**src/sasu_pkg.sv**
```systemverilog
// Package for the spiral arm angle sequencer: field widths, register indexes,
// order mode codes and the structs passed between the pipeline stages.
// No dependencies.
package sasu_pkg;

	// Widths fixed by the register and field formats.
	localparam int CNT_W        = 9;              // arm and echo counts
	localparam int POS_W        = 2 * CNT_W;      // position and total
	localparam int ORD_W        = POS_W + 1;      // order value before masking
	localparam int STEP_W       = 32;             // angle step register
	localparam int CFG_DATA_W   = 32;             // widest register
	localparam int CFG_INDEX_W  = 3;
	localparam int IDX_OUT_W    = 8;              // arm_index, echo_index
	localparam int ORDER_OUT_W  = 16;
	localparam int ANGLE_OUT_W  = 32;

	// Defaults of the top-level parameters.
	localparam int DEF_MAX_ARMS   = 256;
	localparam int DEF_MAX_ECHOES = 256;
	localparam int DEF_ANGLE_BITS = 32;

	typedef enum logic [CFG_INDEX_W-1:0] {
		REG_NUM_ARMS        = 3'd0,
		REG_NUM_ECHOES      = 3'd1,
		REG_INCOHERENT_MODE = 3'd2,
		REG_ORDER_MODE      = 3'd3,
		REG_ANGLE_STEP      = 3'd4
	} reg_index_t;

	typedef enum logic [1:0] {
		ORD_LINEAR  = 2'd0,
		ORD_SKIP    = 2'd1,
		ORD_TWO_WAY = 2'd2,
		ORD_MIXED   = 2'd3
	} order_mode_t;

	// Configuration as the datapath sees it, counts already clamped.
	typedef struct packed {
		logic [CNT_W-1:0]  arms;
		logic [CNT_W-1:0]  echoes;
		logic              incoherent;
		order_mode_t       mode;
		logic [STEP_W-1:0] step;
	} cfg_t;

	typedef struct packed {
		logic [CNT_W-1:0] arm;
		logic [CNT_W-1:0] echo;
		logic             last;
	} walk_t;

	typedef struct packed {
		walk_t            walk;
		logic [POS_W-1:0] pos;
		logic [POS_W-1:0] total;
	} pos_t;

	typedef struct packed {
		walk_t            walk;
		logic [ORD_W-1:0] ord;
	} ord_t;

endpackage

```
**src/sasu_if.sv**
```systemverilog
// Handshake interfaces of the spiral arm angle sequencer: request channel and
// result channel, each with valid, ready and payload. Uses sasu_pkg widths.
interface sasu_req_if;
	logic valid;
	logic ready;
	logic restart;

	modport source (output valid, output restart, input ready);
	modport sink (input valid, input restart, output ready);
endinterface

interface sasu_res_if;
	logic                                 valid;
	logic                                 ready;
	logic [sasu_pkg::IDX_OUT_W-1:0]       arm_index;
	logic [sasu_pkg::IDX_OUT_W-1:0]       echo_index;
	logic [sasu_pkg::ORDER_OUT_W-1:0]     order_value;
	logic [sasu_pkg::ANGLE_OUT_W-1:0]     angle;
	logic                                 last;

	modport source (output valid, output arm_index, output echo_index, output order_value,
		output angle, output last, input ready);
	modport sink (input valid, input arm_index, input echo_index, input order_value,
		input angle, input last, output ready);
endinterface

```
**src/sasu_walk.sv**
```systemverilog
// Arm/echo walk counters and the first pipeline stage of the sequencer.
// Depends on sasu_pkg.
module sasu_walk #(
	parameter int MAX_ARMS   = sasu_pkg::DEF_MAX_ARMS,
	parameter int MAX_ECHOES = sasu_pkg::DEF_MAX_ECHOES
) (
	input  logic            clk,
	input  logic            arst_n,
	input  sasu_pkg::cfg_t  cfg,
	input  logic            up_valid,
	input  logic            restart,
	output logic            up_ready,
	output logic            v_s1,
	output sasu_pkg::walk_t walk_s1,
	input  logic            down_ready
);

	// Counter widths: a count never exceeds what the 9-bit registers can hold.
	localparam int ARM_CW  = (MAX_ARMS > 512) ? sasu_pkg::CNT_W :
		((MAX_ARMS > 1) ? $clog2(MAX_ARMS) : 1);
	localparam int ECHO_CW = (MAX_ECHOES > 512) ? sasu_pkg::CNT_W :
		((MAX_ECHOES > 1) ? $clog2(MAX_ECHOES) : 1);
	localparam int CW1     = sasu_pkg::CNT_W + 1;

	logic [ARM_CW-1:0]  arm_q, arm_cur, arm_nxt;
	logic [ECHO_CW-1:0] echo_q, echo_cur, echo_nxt;
	logic               wrap;
	logic               take;
	logic               last;

	assign up_ready = !v_s1 || down_ready;
	assign take     = up_valid && up_ready;

	// A restart, or counters left outside a set that has since shrunk, starts
	// the walk over at arm 0, echo 0.
	always_comb begin
		wrap     = restart || (sasu_pkg::CNT_W'(arm_q) >= cfg.arms) ||
			(sasu_pkg::CNT_W'(echo_q) >= cfg.echoes);
		arm_cur  = wrap ? '0 : arm_q;
		echo_cur = wrap ? '0 : echo_q;
		last     = (sasu_pkg::CNT_W'(arm_cur) == cfg.arms - sasu_pkg::CNT_W'(1)) &&
			(sasu_pkg::CNT_W'(echo_cur) == cfg.echoes - sasu_pkg::CNT_W'(1));
		if (CW1'(echo_cur) + CW1'(1) < CW1'(cfg.echoes)) begin
			echo_nxt = echo_cur + ECHO_CW'(1);
			arm_nxt  = arm_cur;
		end else begin
			echo_nxt = '0;
			arm_nxt  = (CW1'(arm_cur) + CW1'(1) < CW1'(cfg.arms)) ?
				arm_cur + ARM_CW'(1) : '0;
		end
	end

	always_ff @(posedge clk or negedge arst_n) begin
		if (!arst_n) begin
			arm_q  <= '0;
			echo_q <= '0;
			v_s1   <= 1'b0;
		end else begin
			if (take) begin
				arm_q  <= arm_nxt;
				echo_q <= echo_nxt;
			end
			if (up_ready) begin
				v_s1 <= up_valid;
			end
		end
	end

	always_ff @(posedge clk) begin
		if (take) begin
			walk_s1.arm  <= sasu_pkg::CNT_W'(arm_cur);
			walk_s1.echo <= sasu_pkg::CNT_W'(echo_cur);
			walk_s1.last <= last;
		end
	end

	a_restart_origin: assert property (@(posedge clk) disable iff (!arst_n)
		(take && restart) |=> (v_s1 && walk_s1.arm == '0 && walk_s1.echo == '0))
		else $error("restart did not start the walk at arm 0, echo 0");

	a_s1_hold: assert property (@(posedge clk) disable iff (!arst_n)
		(v_s1 && !down_ready) |=> (v_s1 && $stable(walk_s1)))
		else $error("stage 1 item lost or changed while stalled");

endmodule

```
**src/sasu_order.sv**
```systemverilog
// Position, total and order value stages of the sequencer: stage 2 forms the
// position and total, stage 3 maps the position to an order value. Uses sasu_pkg.
module sasu_order (
	input  logic            clk,
	input  logic            arst_n,
	input  sasu_pkg::cfg_t  cfg,
	input  logic            v_s1,
	input  sasu_pkg::walk_t walk_s1,
	output logic            s1_ready,
	output logic            v_s3,
	output sasu_pkg::ord_t  ord_s3,
	input  logic            s3_ready
);

	logic                        v_s2;
	sasu_pkg::pos_t              pos_s2;
	logic                        s2_ready;
	logic [sasu_pkg::POS_W-1:0]  pos, total;
	logic [sasu_pkg::ORD_W-1:0]  p, t, h, e, ord;

	assign s1_ready = !v_s2 || s2_ready;
	assign s2_ready = !v_s3 || s3_ready;

	// Incoherent mode gives every echo its own position.
	always_comb begin
		if (cfg.incoherent) begin
			pos   = sasu_pkg::POS_W'(walk_s1.arm) +
				sasu_pkg::POS_W'(walk_s1.echo) * sasu_pkg::POS_W'(cfg.arms);
			total = sasu_pkg::POS_W'(cfg.arms) * sasu_pkg::POS_W'(cfg.echoes);
		end else begin
			pos   = sasu_pkg::POS_W'(walk_s1.arm);
			total = sasu_pkg::POS_W'(cfg.arms);
		end
	end

	// Closed forms of the ordering schemes; h is half the total rounded down,
	// e is half rounded up.
	always_comb begin
		p = sasu_pkg::ORD_W'(pos_s2.pos);
		t = sasu_pkg::ORD_W'(pos_s2.total);
		h = t >> 1;
		e = (t + sasu_pkg::ORD_W'(1)) >> 1;
		case (cfg.mode)
			sasu_pkg::ORD_LINEAR: begin
				ord = p;
			end
			sasu_pkg::ORD_SKIP: begin
				ord = (p < e) ? (p << 1) : sasu_pkg::ORD_W'(1) + ((p - e) << 1);
			end
			sasu_pkg::ORD_TWO_WAY: begin
				ord = p[0] ? t - sasu_pkg::ORD_W'(1) - (p >> 1) : (p >> 1);
			end
			sasu_pkg::ORD_MIXED: begin
				if (p < h) begin
					ord = p[0] ? t - sasu_pkg::ORD_W'(2) - (p << 1) :
						sasu_pkg::ORD_W'(1) + (p << 1);
				end else begin
					ord = p[0] ? ((p - h) << 1) :
						t - sasu_pkg::ORD_W'(1) - ((p - h) << 1);
				end
			end
			default: begin
				ord = p;
			end
		endcase
	end

	always_ff @(posedge clk or negedge arst_n) begin
		if (!arst_n) begin
			v_s2 <= 1'b0;
			v_s3 <= 1'b0;
		end else begin
			if (s1_ready) begin
				v_s2 <= v_s1;
			end
			if (s2_ready) begin
				v_s3 <= v_s2;
			end
		end
	end

	always_ff @(posedge clk) begin
		if (v_s1 && s1_ready) begin
			pos_s2.walk  <= walk_s1;
			pos_s2.pos   <= pos;
			pos_s2.total <= total;
		end
		if (v_s2 && s2_ready) begin
			ord_s3.walk <= pos_s2.walk;
			ord_s3.ord  <= ord;
		end
	end

	a_s2_hold: assert property (@(posedge clk) disable iff (!arst_n)
		(v_s2 && !s2_ready) |=> (v_s2 && $stable(pos_s2)))
		else $error("stage 2 item lost or changed while stalled");

endmodule

```
**src/sasu_angle.sv**
```systemverilog
// Angle multiply and output register of the sequencer: angle step times order
// value, wrapped to a full turn. Drives the result interface; uses sasu_pkg.
module sasu_angle #(
	parameter int ANGLE_BITS = sasu_pkg::DEF_ANGLE_BITS
) (
	input  logic                          clk,
	input  logic                          arst_n,
	input  logic [sasu_pkg::STEP_W-1:0]   step,
	input  logic                          v_s3,
	input  sasu_pkg::ord_t                ord_s3,
	output logic                          s3_ready,
	sasu_res_if.source                    res
);

	localparam int PROD_W = sasu_pkg::STEP_W + sasu_pkg::ORD_W;

	logic                                 v_s4;
	logic [PROD_W-1:0]                    prod;
	logic [sasu_pkg::ANGLE_OUT_W-1:0]     angle;

	assign s3_ready  = !v_s4 || res.ready;
	assign res.valid = v_s4;

	always_comb begin
		prod  = PROD_W'(step) * PROD_W'(ord_s3.ord);
		angle = sasu_pkg::ANGLE_OUT_W'(prod[ANGLE_BITS-1:0]);
	end

	always_ff @(posedge clk or negedge arst_n) begin
		if (!arst_n) begin
			v_s4 <= 1'b0;
		end else if (s3_ready) begin
			v_s4 <= v_s3;
		end
	end

	always_ff @(posedge clk) begin
		if (v_s3 && s3_ready) begin
			res.arm_index   <= sasu_pkg::IDX_OUT_W'(ord_s3.walk.arm);
			res.echo_index  <= sasu_pkg::IDX_OUT_W'(ord_s3.walk.echo);
			res.order_value <= sasu_pkg::ORDER_OUT_W'(ord_s3.ord);
			res.angle       <= angle;
			res.last        <= ord_s3.walk.last;
		end
	end

	a_s3_to_out: assert property (@(posedge clk) disable iff (!arst_n)
		(v_s3 && s3_ready) |=> v_s4)
		else $error("item taken from stage 3 did not reach the output register");

endmodule

```
**src/spiral_arm_angle_sequencer_unit.sv**
```systemverilog
// Top level of the spiral arm angle sequencer: configuration registers and the
// four-stage walk, order and angle pipeline. Depends on sasu_pkg, sasu_if.sv,
// sasu_walk, sasu_order and sasu_angle.
//
// Usage: every item on the req channel asks for the angle of the next arm/echo
// pair; req.restart set on an item starts the walk over at arm 0, echo 0
// before that item is served. Each item yields exactly one item on the res
// channel, carrying the arm and echo numbers, the order value, the rotation
// angle (2^ANGLE_BITS is a full turn) and a flag on the final pair of the set.
// An accepted item passes through the walk, position, order and angle multiply
// stage registers, in that order, before it shows on res.
// Throughput is one item per cycle; the stages hand over with bubble-collapsing
// valid bits, so req.ready stays high while any stage has room.
// When the receiver stalls, results wait in the pipeline registers; up to four
// items are held before req.ready drops.
// Reset clears all stage valid bits and the walk counters and loads the
// registers with one arm, one echo, coherent mode, linear order and a zero step.
// The user must write registers through cfg_we/cfg_index/cfg_data only while no
// item is in flight; the block does not check it. Unknown indexes are ignored.
module spiral_arm_angle_sequencer_unit #(
	parameter int MAX_ARMS   = sasu_pkg::DEF_MAX_ARMS,
	parameter int MAX_ECHOES = sasu_pkg::DEF_MAX_ECHOES,
	parameter int ANGLE_BITS = sasu_pkg::DEF_ANGLE_BITS
) (
	input  logic                              clk,
	input  logic                              arst_n,
	input  logic                              cfg_we,
	input  logic [sasu_pkg::CFG_INDEX_W-1:0]  cfg_index,
	input  logic [sasu_pkg::CFG_DATA_W-1:0]   cfg_data,
	sasu_req_if.sink                          req,
	sasu_res_if.source                        res
);

	logic [sasu_pkg::CNT_W-1:0]   num_arms_q;
	logic [sasu_pkg::CNT_W-1:0]   num_echoes_q;
	logic                         incoherent_q;
	sasu_pkg::order_mode_t        order_mode_q;
	logic [sasu_pkg::STEP_W-1:0]  angle_step_q;

	sasu_pkg::cfg_t   cfg;
	logic             v_s1, s1_ready;
	sasu_pkg::walk_t  walk_s1;
	logic             v_s3, s3_ready;
	sasu_pkg::ord_t   ord_s3;

	// Register writes. A count of zero is used as one, and counts above the
	// parameter limits saturate at the limit.
	always_ff @(posedge clk or negedge arst_n) begin
		if (!arst_n) begin
			num_arms_q   <= sasu_pkg::CNT_W'(1);
			num_echoes_q <= sasu_pkg::CNT_W'(1);
			incoherent_q <= 1'b0;
			order_mode_q <= sasu_pkg::ORD_LINEAR;
			angle_step_q <= '0;
		end else if (cfg_we) begin
			case (cfg_index)
				sasu_pkg::REG_NUM_ARMS:        num_arms_q   <= cfg_data[sasu_pkg::CNT_W-1:0];
				sasu_pkg::REG_NUM_ECHOES:      num_echoes_q <= cfg_data[sasu_pkg::CNT_W-1:0];
				sasu_pkg::REG_INCOHERENT_MODE: incoherent_q <= cfg_data[0];
				sasu_pkg::REG_ORDER_MODE:
					order_mode_q <= sasu_pkg::order_mode_t'(cfg_data[1:0]);
				sasu_pkg::REG_ANGLE_STEP:
					angle_step_q <= cfg_data[sasu_pkg::STEP_W-1:0];
				default: begin
				end
			endcase
		end
	end

	always_comb begin
		if (num_arms_q == '0) begin
			cfg.arms = sasu_pkg::CNT_W'(1);
		end else if (int'(num_arms_q) > MAX_ARMS) begin
			cfg.arms = sasu_pkg::CNT_W'(MAX_ARMS);
		end else begin
			cfg.arms = num_arms_q;
		end
		if (num_echoes_q == '0) begin
			cfg.echoes = sasu_pkg::CNT_W'(1);
		end else if (int'(num_echoes_q) > MAX_ECHOES) begin
			cfg.echoes = sasu_pkg::CNT_W'(MAX_ECHOES);
		end else begin
			cfg.echoes = num_echoes_q;
		end
		cfg.incoherent = incoherent_q;
		cfg.mode       = order_mode_q;
		cfg.step       = angle_step_q;
	end

	sasu_walk #(
		.MAX_ARMS   (MAX_ARMS),
		.MAX_ECHOES (MAX_ECHOES)
	) u_walk (
		.clk        (clk),
		.arst_n     (arst_n),
		.cfg        (cfg),
		.up_valid   (req.valid),
		.restart    (req.restart),
		.up_ready   (req.ready),
		.v_s1       (v_s1),
		.walk_s1    (walk_s1),
		.down_ready (s1_ready)
	);

	sasu_order u_order (
		.clk      (clk),
		.arst_n   (arst_n),
		.cfg      (cfg),
		.v_s1     (v_s1),
		.walk_s1  (walk_s1),
		.s1_ready (s1_ready),
		.v_s3     (v_s3),
		.ord_s3   (ord_s3),
		.s3_ready (s3_ready)
	);

	sasu_angle #(
		.ANGLE_BITS (ANGLE_BITS)
	) u_angle (
		.clk      (clk),
		.arst_n   (arst_n),
		.step     (cfg.step),
		.v_s3     (v_s3),
		.ord_s3   (ord_s3),
		.s3_ready (s3_ready),
		.res      (res)
	);

endmodule

```
**src/flat_wrapper.sv**
```systemverilog
// flat-port wrapper written by rule: the top's interface ports become plain ports
module spiral_arm_angle_sequencer_unit_flat 
#(
	parameter int MAX_ARMS   = sasu_pkg::DEF_MAX_ARMS,
	parameter int MAX_ECHOES = sasu_pkg::DEF_MAX_ECHOES,
	parameter int ANGLE_BITS = sasu_pkg::DEF_ANGLE_BITS
)
  (clk, arst_n, cfg_we, cfg_index, cfg_data, req_valid, req_restart, req_ready, res_valid, res_arm_index, res_echo_index, res_order_value, res_angle, res_last, res_ready);
  sasu_req_if req_i ();
  sasu_res_if res_i ();
  input  logic clk;
  input  logic arst_n;
  input  logic cfg_we;
  input  logic [sasu_pkg::CFG_INDEX_W-1:0] cfg_index;
  input  logic [sasu_pkg::CFG_DATA_W-1:0] cfg_data;
  input wire logic [$bits(req_i.valid)-1:0] req_valid;
  input wire logic [$bits(req_i.restart)-1:0] req_restart;
  output wire logic [$bits(req_i.ready)-1:0] req_ready;
  output wire logic [$bits(res_i.valid)-1:0] res_valid;
  output wire logic [$bits(res_i.arm_index)-1:0] res_arm_index;
  output wire logic [$bits(res_i.echo_index)-1:0] res_echo_index;
  output wire logic [$bits(res_i.order_value)-1:0] res_order_value;
  output wire logic [$bits(res_i.angle)-1:0] res_angle;
  output wire logic [$bits(res_i.last)-1:0] res_last;
  input wire logic [$bits(res_i.ready)-1:0] res_ready;
  assign req_i.valid = req_valid;
  assign req_i.restart = req_restart;
  assign req_ready = req_i.ready;
  assign res_valid = res_i.valid;
  assign res_arm_index = res_i.arm_index;
  assign res_echo_index = res_i.echo_index;
  assign res_order_value = res_i.order_value;
  assign res_angle = res_i.angle;
  assign res_last = res_i.last;
  assign res_i.ready = res_ready;
  spiral_arm_angle_sequencer_unit #(.MAX_ARMS(MAX_ARMS), .MAX_ECHOES(MAX_ECHOES), .ANGLE_BITS(ANGLE_BITS)) u_core (.clk(clk), .arst_n(arst_n), .cfg_we(cfg_we), .cfg_index(cfg_index), .cfg_data(cfg_data), .req(req_i), .res(res_i));
endmodule
```
**config.mk**
```make
export PLATFORM = sky130hd
export DESIGN_NAME = spiral_arm_angle_sequencer_unit_flat
export DESIGN_NICKNAME = d
export VERILOG_FILES = /design/src/sasu_pkg.sv /design/src/sasu_if.sv /design/src/sasu_walk.sv /design/src/sasu_order.sv /design/src/sasu_angle.sv /design/src/spiral_arm_angle_sequencer_unit.sv /design/src/flat_wrapper.sv
export SDC_FILE = /design/constraint.sdc
export NUM_CORES = 2
export LEC_CHECK = 0
export BUFFER_PORTS_ARGS = -buffer_cell sky130_fd_sc_hd__buf_2
export CORE_ASPECT_RATIO = 1.1
export CORE_UTILIZATION = 45
export DETAILED_ROUTE_END_ITERATION = 6
export HOLD_SLACK_MARGIN = 0.15
export SLEW_MARGIN = 20
export SYNTH_ARGS = -nofsm -noshare
export SYNTH_HDL_FRONTEND = slang
export SYNTH_SLANG_ARGS = --single-unit
export TNS_END_PERCENT = 100
```
**constraint.sdc**
```tcl
create_clock -name clk -period 8.8 [get_ports clk]
set_input_delay 0.88 -clock clk [delete_from_list [all_inputs] [get_ports clk]]
set_output_delay 0.88 -clock clk [all_outputs]
set_load 0.02 [all_outputs]
```
==> out/metrics.cfg <==
[outcome]
status = finished, final reports clean

[sta]
setup_violations = 0
holdWs_ps = 417
setup_tns_ps = 0
rsz0062_at_grt = false
worst_slew_pin_slew_ps = 1100
fmax_ghz = 0.137
slew_violations = 0
fin_crit_ps = 7290
max_slew_margin_pct = 26.0
fin_crit_sh_pct = 82.9
finalHoldViolations = 0
finalClockSkew_ps = 37.6

[clock_network]
cts_tree = yes
htreeDepth = 1
cts_buffers = 30
cts.sinks = 244
cts_setup_buffers = 0
cts_buffer_depth = 3
clock_latency_ps = 630
clock-root-buffer = clkbuf_16
clkSlewWorstSetupHoldPaths_ps = 60

[route]
route.vias.total = 24900
drc = 0
wire_per_inst_microns = 19.5
wl_microns = 90500
first_pass_iters = 7
drt_iter0_markers = 1841
drtAntennaViolNets = 0
via_per_inst = 5.37

[job]
maxCapViolCount = 0

[global_route]
grt_pass1_wl_microns = 145000
grt.total_usage_pct = 24.6
grt_max_degree = 62
grt_pass1_vias = 25800
grt_overflow_total = 0
grt_antenna_before_repair = 2

[synthesis]
synth.largest_area_cell = fa_1
syn_avg_cell_area_sq_um = 9.26
synth_edf_count = 171
synthArstFlopShare_pct = 29.9
ys_types = 86
syn-cell-area_sq_mm = 0.0336
synth_top_area_share_pct = 27.7
synth_seq_area_share_pct = 20.7
synth_flop_cell = edfxtp_1
synth_adder_area_share_pct = 38.1
synthesis.nets = 4411
synth_top_family_by_area = adder cells
synth_compound_area_share_pct = 8.33
synthSimpleGateAreaFrac_pct = 15.8
synth_area_leaders = fa_1 (28%), edfxtp_1 (15%), ha_1 (10%)
synthMuxAreaShare_pct = 2.76
ys_ff_latch = 244
ys_warn_count = 0
syn_inst = 3625
synth_xor_area_share_pct = 5.29

[final_layout]
layout.nets = 4446
area_growth_pct = 7.51
stdcell_area_sq_mm = 0.0361
num_antenna_cells = 0
drive_above_1_share_pct = 8.01

[worst_setup_path]
crit_required_ps = 9140
end_kind = flop
crit_path_start_kind = flop
ff2ff_setup_slack_ps = 1510
critPathMaxFanout = 16
critPathKind = flop to flop
arrival_ps = 7630

[die]
die_area_sq_mm = 0.0757
core_sq_mm = 0.0735
placementRows = 104
top_level_ports = 108
die_w_microns = 262
die_y_microns = 289
start_util_pct = 45.7

[place]
placed_area_sq_mm = 0.0351
dpl.hpwl_microns = 71600
place.port_buffers = 107
gp_congestion = 0.885

[min_path]
min_path_type = flop to flop

## layer usage
metal | vias up | routed length (microns) | GRT usage [%]
met5 | - | 0 | 0
met4 | 0 | 2590 | 7.12
met3 | 149 | 4780 | 2.45
met2 | 739 | 43600 | 42.7
met1 | 12400 | 39500 | 32.6
li1 | 11600 | - | -
## repair_timing
item | 4_1_cts | 5_1_grt
hold endpoints to repair | 12 | 0
hold buffers | 1 | 0
resized for setup | 0 | 0
## worst paths after layout
path,startpoint,to,cells after the start
max,u_core.u_order.ord_s3[6]$_DFFE_PP_,u_core.u_angle.res.angle[31]$_DFFE_PP_,24
min,u_core.u_order.pos_s2[47]$_DFFE_PP_,u_core.u_order.ord_s3[30]$_DFFE_PP_,0
max reg2reg,u_core.u_order.ord_s3[6]$_DFFE_PP_,u_core.u_angle.res.angle[31]$_DFFE_PP_,24
min reg2reg,u_core.u_order.pos_s2[47]$_DFFE_PP_,u_core.u_order.ord_s3[30]$_DFFE_PP_,0
max in group asynchronous,arst_n,u_core.angle_step_q[26]$_DFFE_PN0P_,3
min in group asynchronous,arst_n,u_core.u_walk.arm_q[3]$_DFFE_PN0P_,2
## worst max-delay path, stage by stage (launching register included)
cell and delay [ps]:
edfxtp_1 890, buf_6 260, nand2_1 80, fa_1 490, inv_1 50, fa_1 530
inv_1 50, fa_1 490, inv_1 60, fa_1 530, inv_1 50, fa_1 480
inv_1 50, fa_1 370, ha_1 370, a21oi_1 230, nand2_1 90, a211o_1 290
a21o_1 220, a41oi_1 360, o31ai_2 160, a2111oi_0 510, o21ai_1 140, a21oi_1 190
xnor2_1 80
## cells in the mapped netlist (10+ instances only)
| library cell | n |
|---|---|
| and3_1 | 10 |
| nand3_1 | 55 |
| a21o_1 | 25 |
| buf_1 | 13 |
| nor2b_1 | 44 |
| nand2_1 | 538 |
| inv_1 | 638 |
| and2_1 | 187 |
| nor4_1 | 11 |
| o21a_1 | 25 |
| mux4_2 | 13 |
| xnor2_1 | 148 |
| nor2_1 | 161 |
| a211o_1 | 12 |
| ha_1 | 281 |
| o31ai_1 | 15 |
| xor2_1 | 55 |
| dfrtp_1 | 71 |
| fa_1 | 464 |
| nand2b_1 | 25 |
| o21ai_0 | 101 |
| or3_1 | 11 |
| edfxtp_1 | 171 |
| mux2_2 | 51 |
| nor3_1 | 39 |
| a31oi_1 | 19 |
| a22o_1 | 12 |
| a21oi_1 | 116 |
| clkbuf_1 | 126 |
| nand4_1 | 14 |
| o211ai_1 | 17 |
## cells in the final DEF (no fill, tap or decap), drive strengths merged, types with 19 or more instances in the layout
cell	count
a21oi	116
nor3	40
nand3	55
and2	187
mux2	51
xnor2	148
nand2	538
o21a	25
nor2	161
fa	464
buf	149
nor2b	44
clkbuf	37
nand2b	25
inv	649
a21o	25
xor2	55
dfrtp	71
o21ai	108
a31oi	19
edfxtp	171
ha	281
## metrics by stage
stage | setup slack (ps) | instances | util, %
6_report | 1510 | 4638 | 49.1
5_1_grt | 942 | 4638 | 49.1
4_1_cts | 1340 | 4637 | 49.1
3_5_place_dp | 1370 | 4580 | 47.7
3_3_place_gp | 1240 | 4579 | 47.7
2_1_floorplan | 2180 | 3625 | -
## cell type report
cell class / instances / area (sq um)
multi-input cells: 2582 / 23600
flip-flops and latches: 244 / 6960
well taps: 954 / 1190
clock inverters: 19 / 199
repair buffers: 150 / 875
clock buffers: 37 / 797
inverters: 652 / 2450
fillers: 6930 / 37400
## cell families (layout without fill, tap and decap cells)
group                      count (synthesis)  after routing
adders and majority gates                745            745
and+or+nand+nor                         1131           1131
xor gates and xnor gates                 203            203
DFF                                      244            244
AOI/OAI and AO/OA                        433            433
buffers and inverters                    799            858
muxes                                     70             70
## registers in the layout (all words and copies together) (netlist names), 8 cells and up
| register | flops |
|---|---|
| u_core.u_order.pos_s2 | 18 |
| u_core.u_order.ord_s3 | 36 |
| u_core.u_walk.walk_s1 | 17 |
| u_core.u_order.h | 17 |
| u_core.u_angle.res.angle | 32 |
| u_core.u_walk.echo_q | 8 |
| u_core.u_angle.res.echo_index | 8 |
| u_core.u_order.p | 18 |
| u_core.num_arms_q | 9 |
| u_core.angle_step_q | 32 |
| u_core.u_walk.arm_q | 8 |
| u_core.u_angle.res.order_value | 16 |
| u_core.num_echoes_q | 9 |
| u_core.u_angle.res.arm_index | 8 |
Power is left out: the tool's default activity adds up to more than one toggle a clock period on the data nets, which glitch-free logic cannot reach.
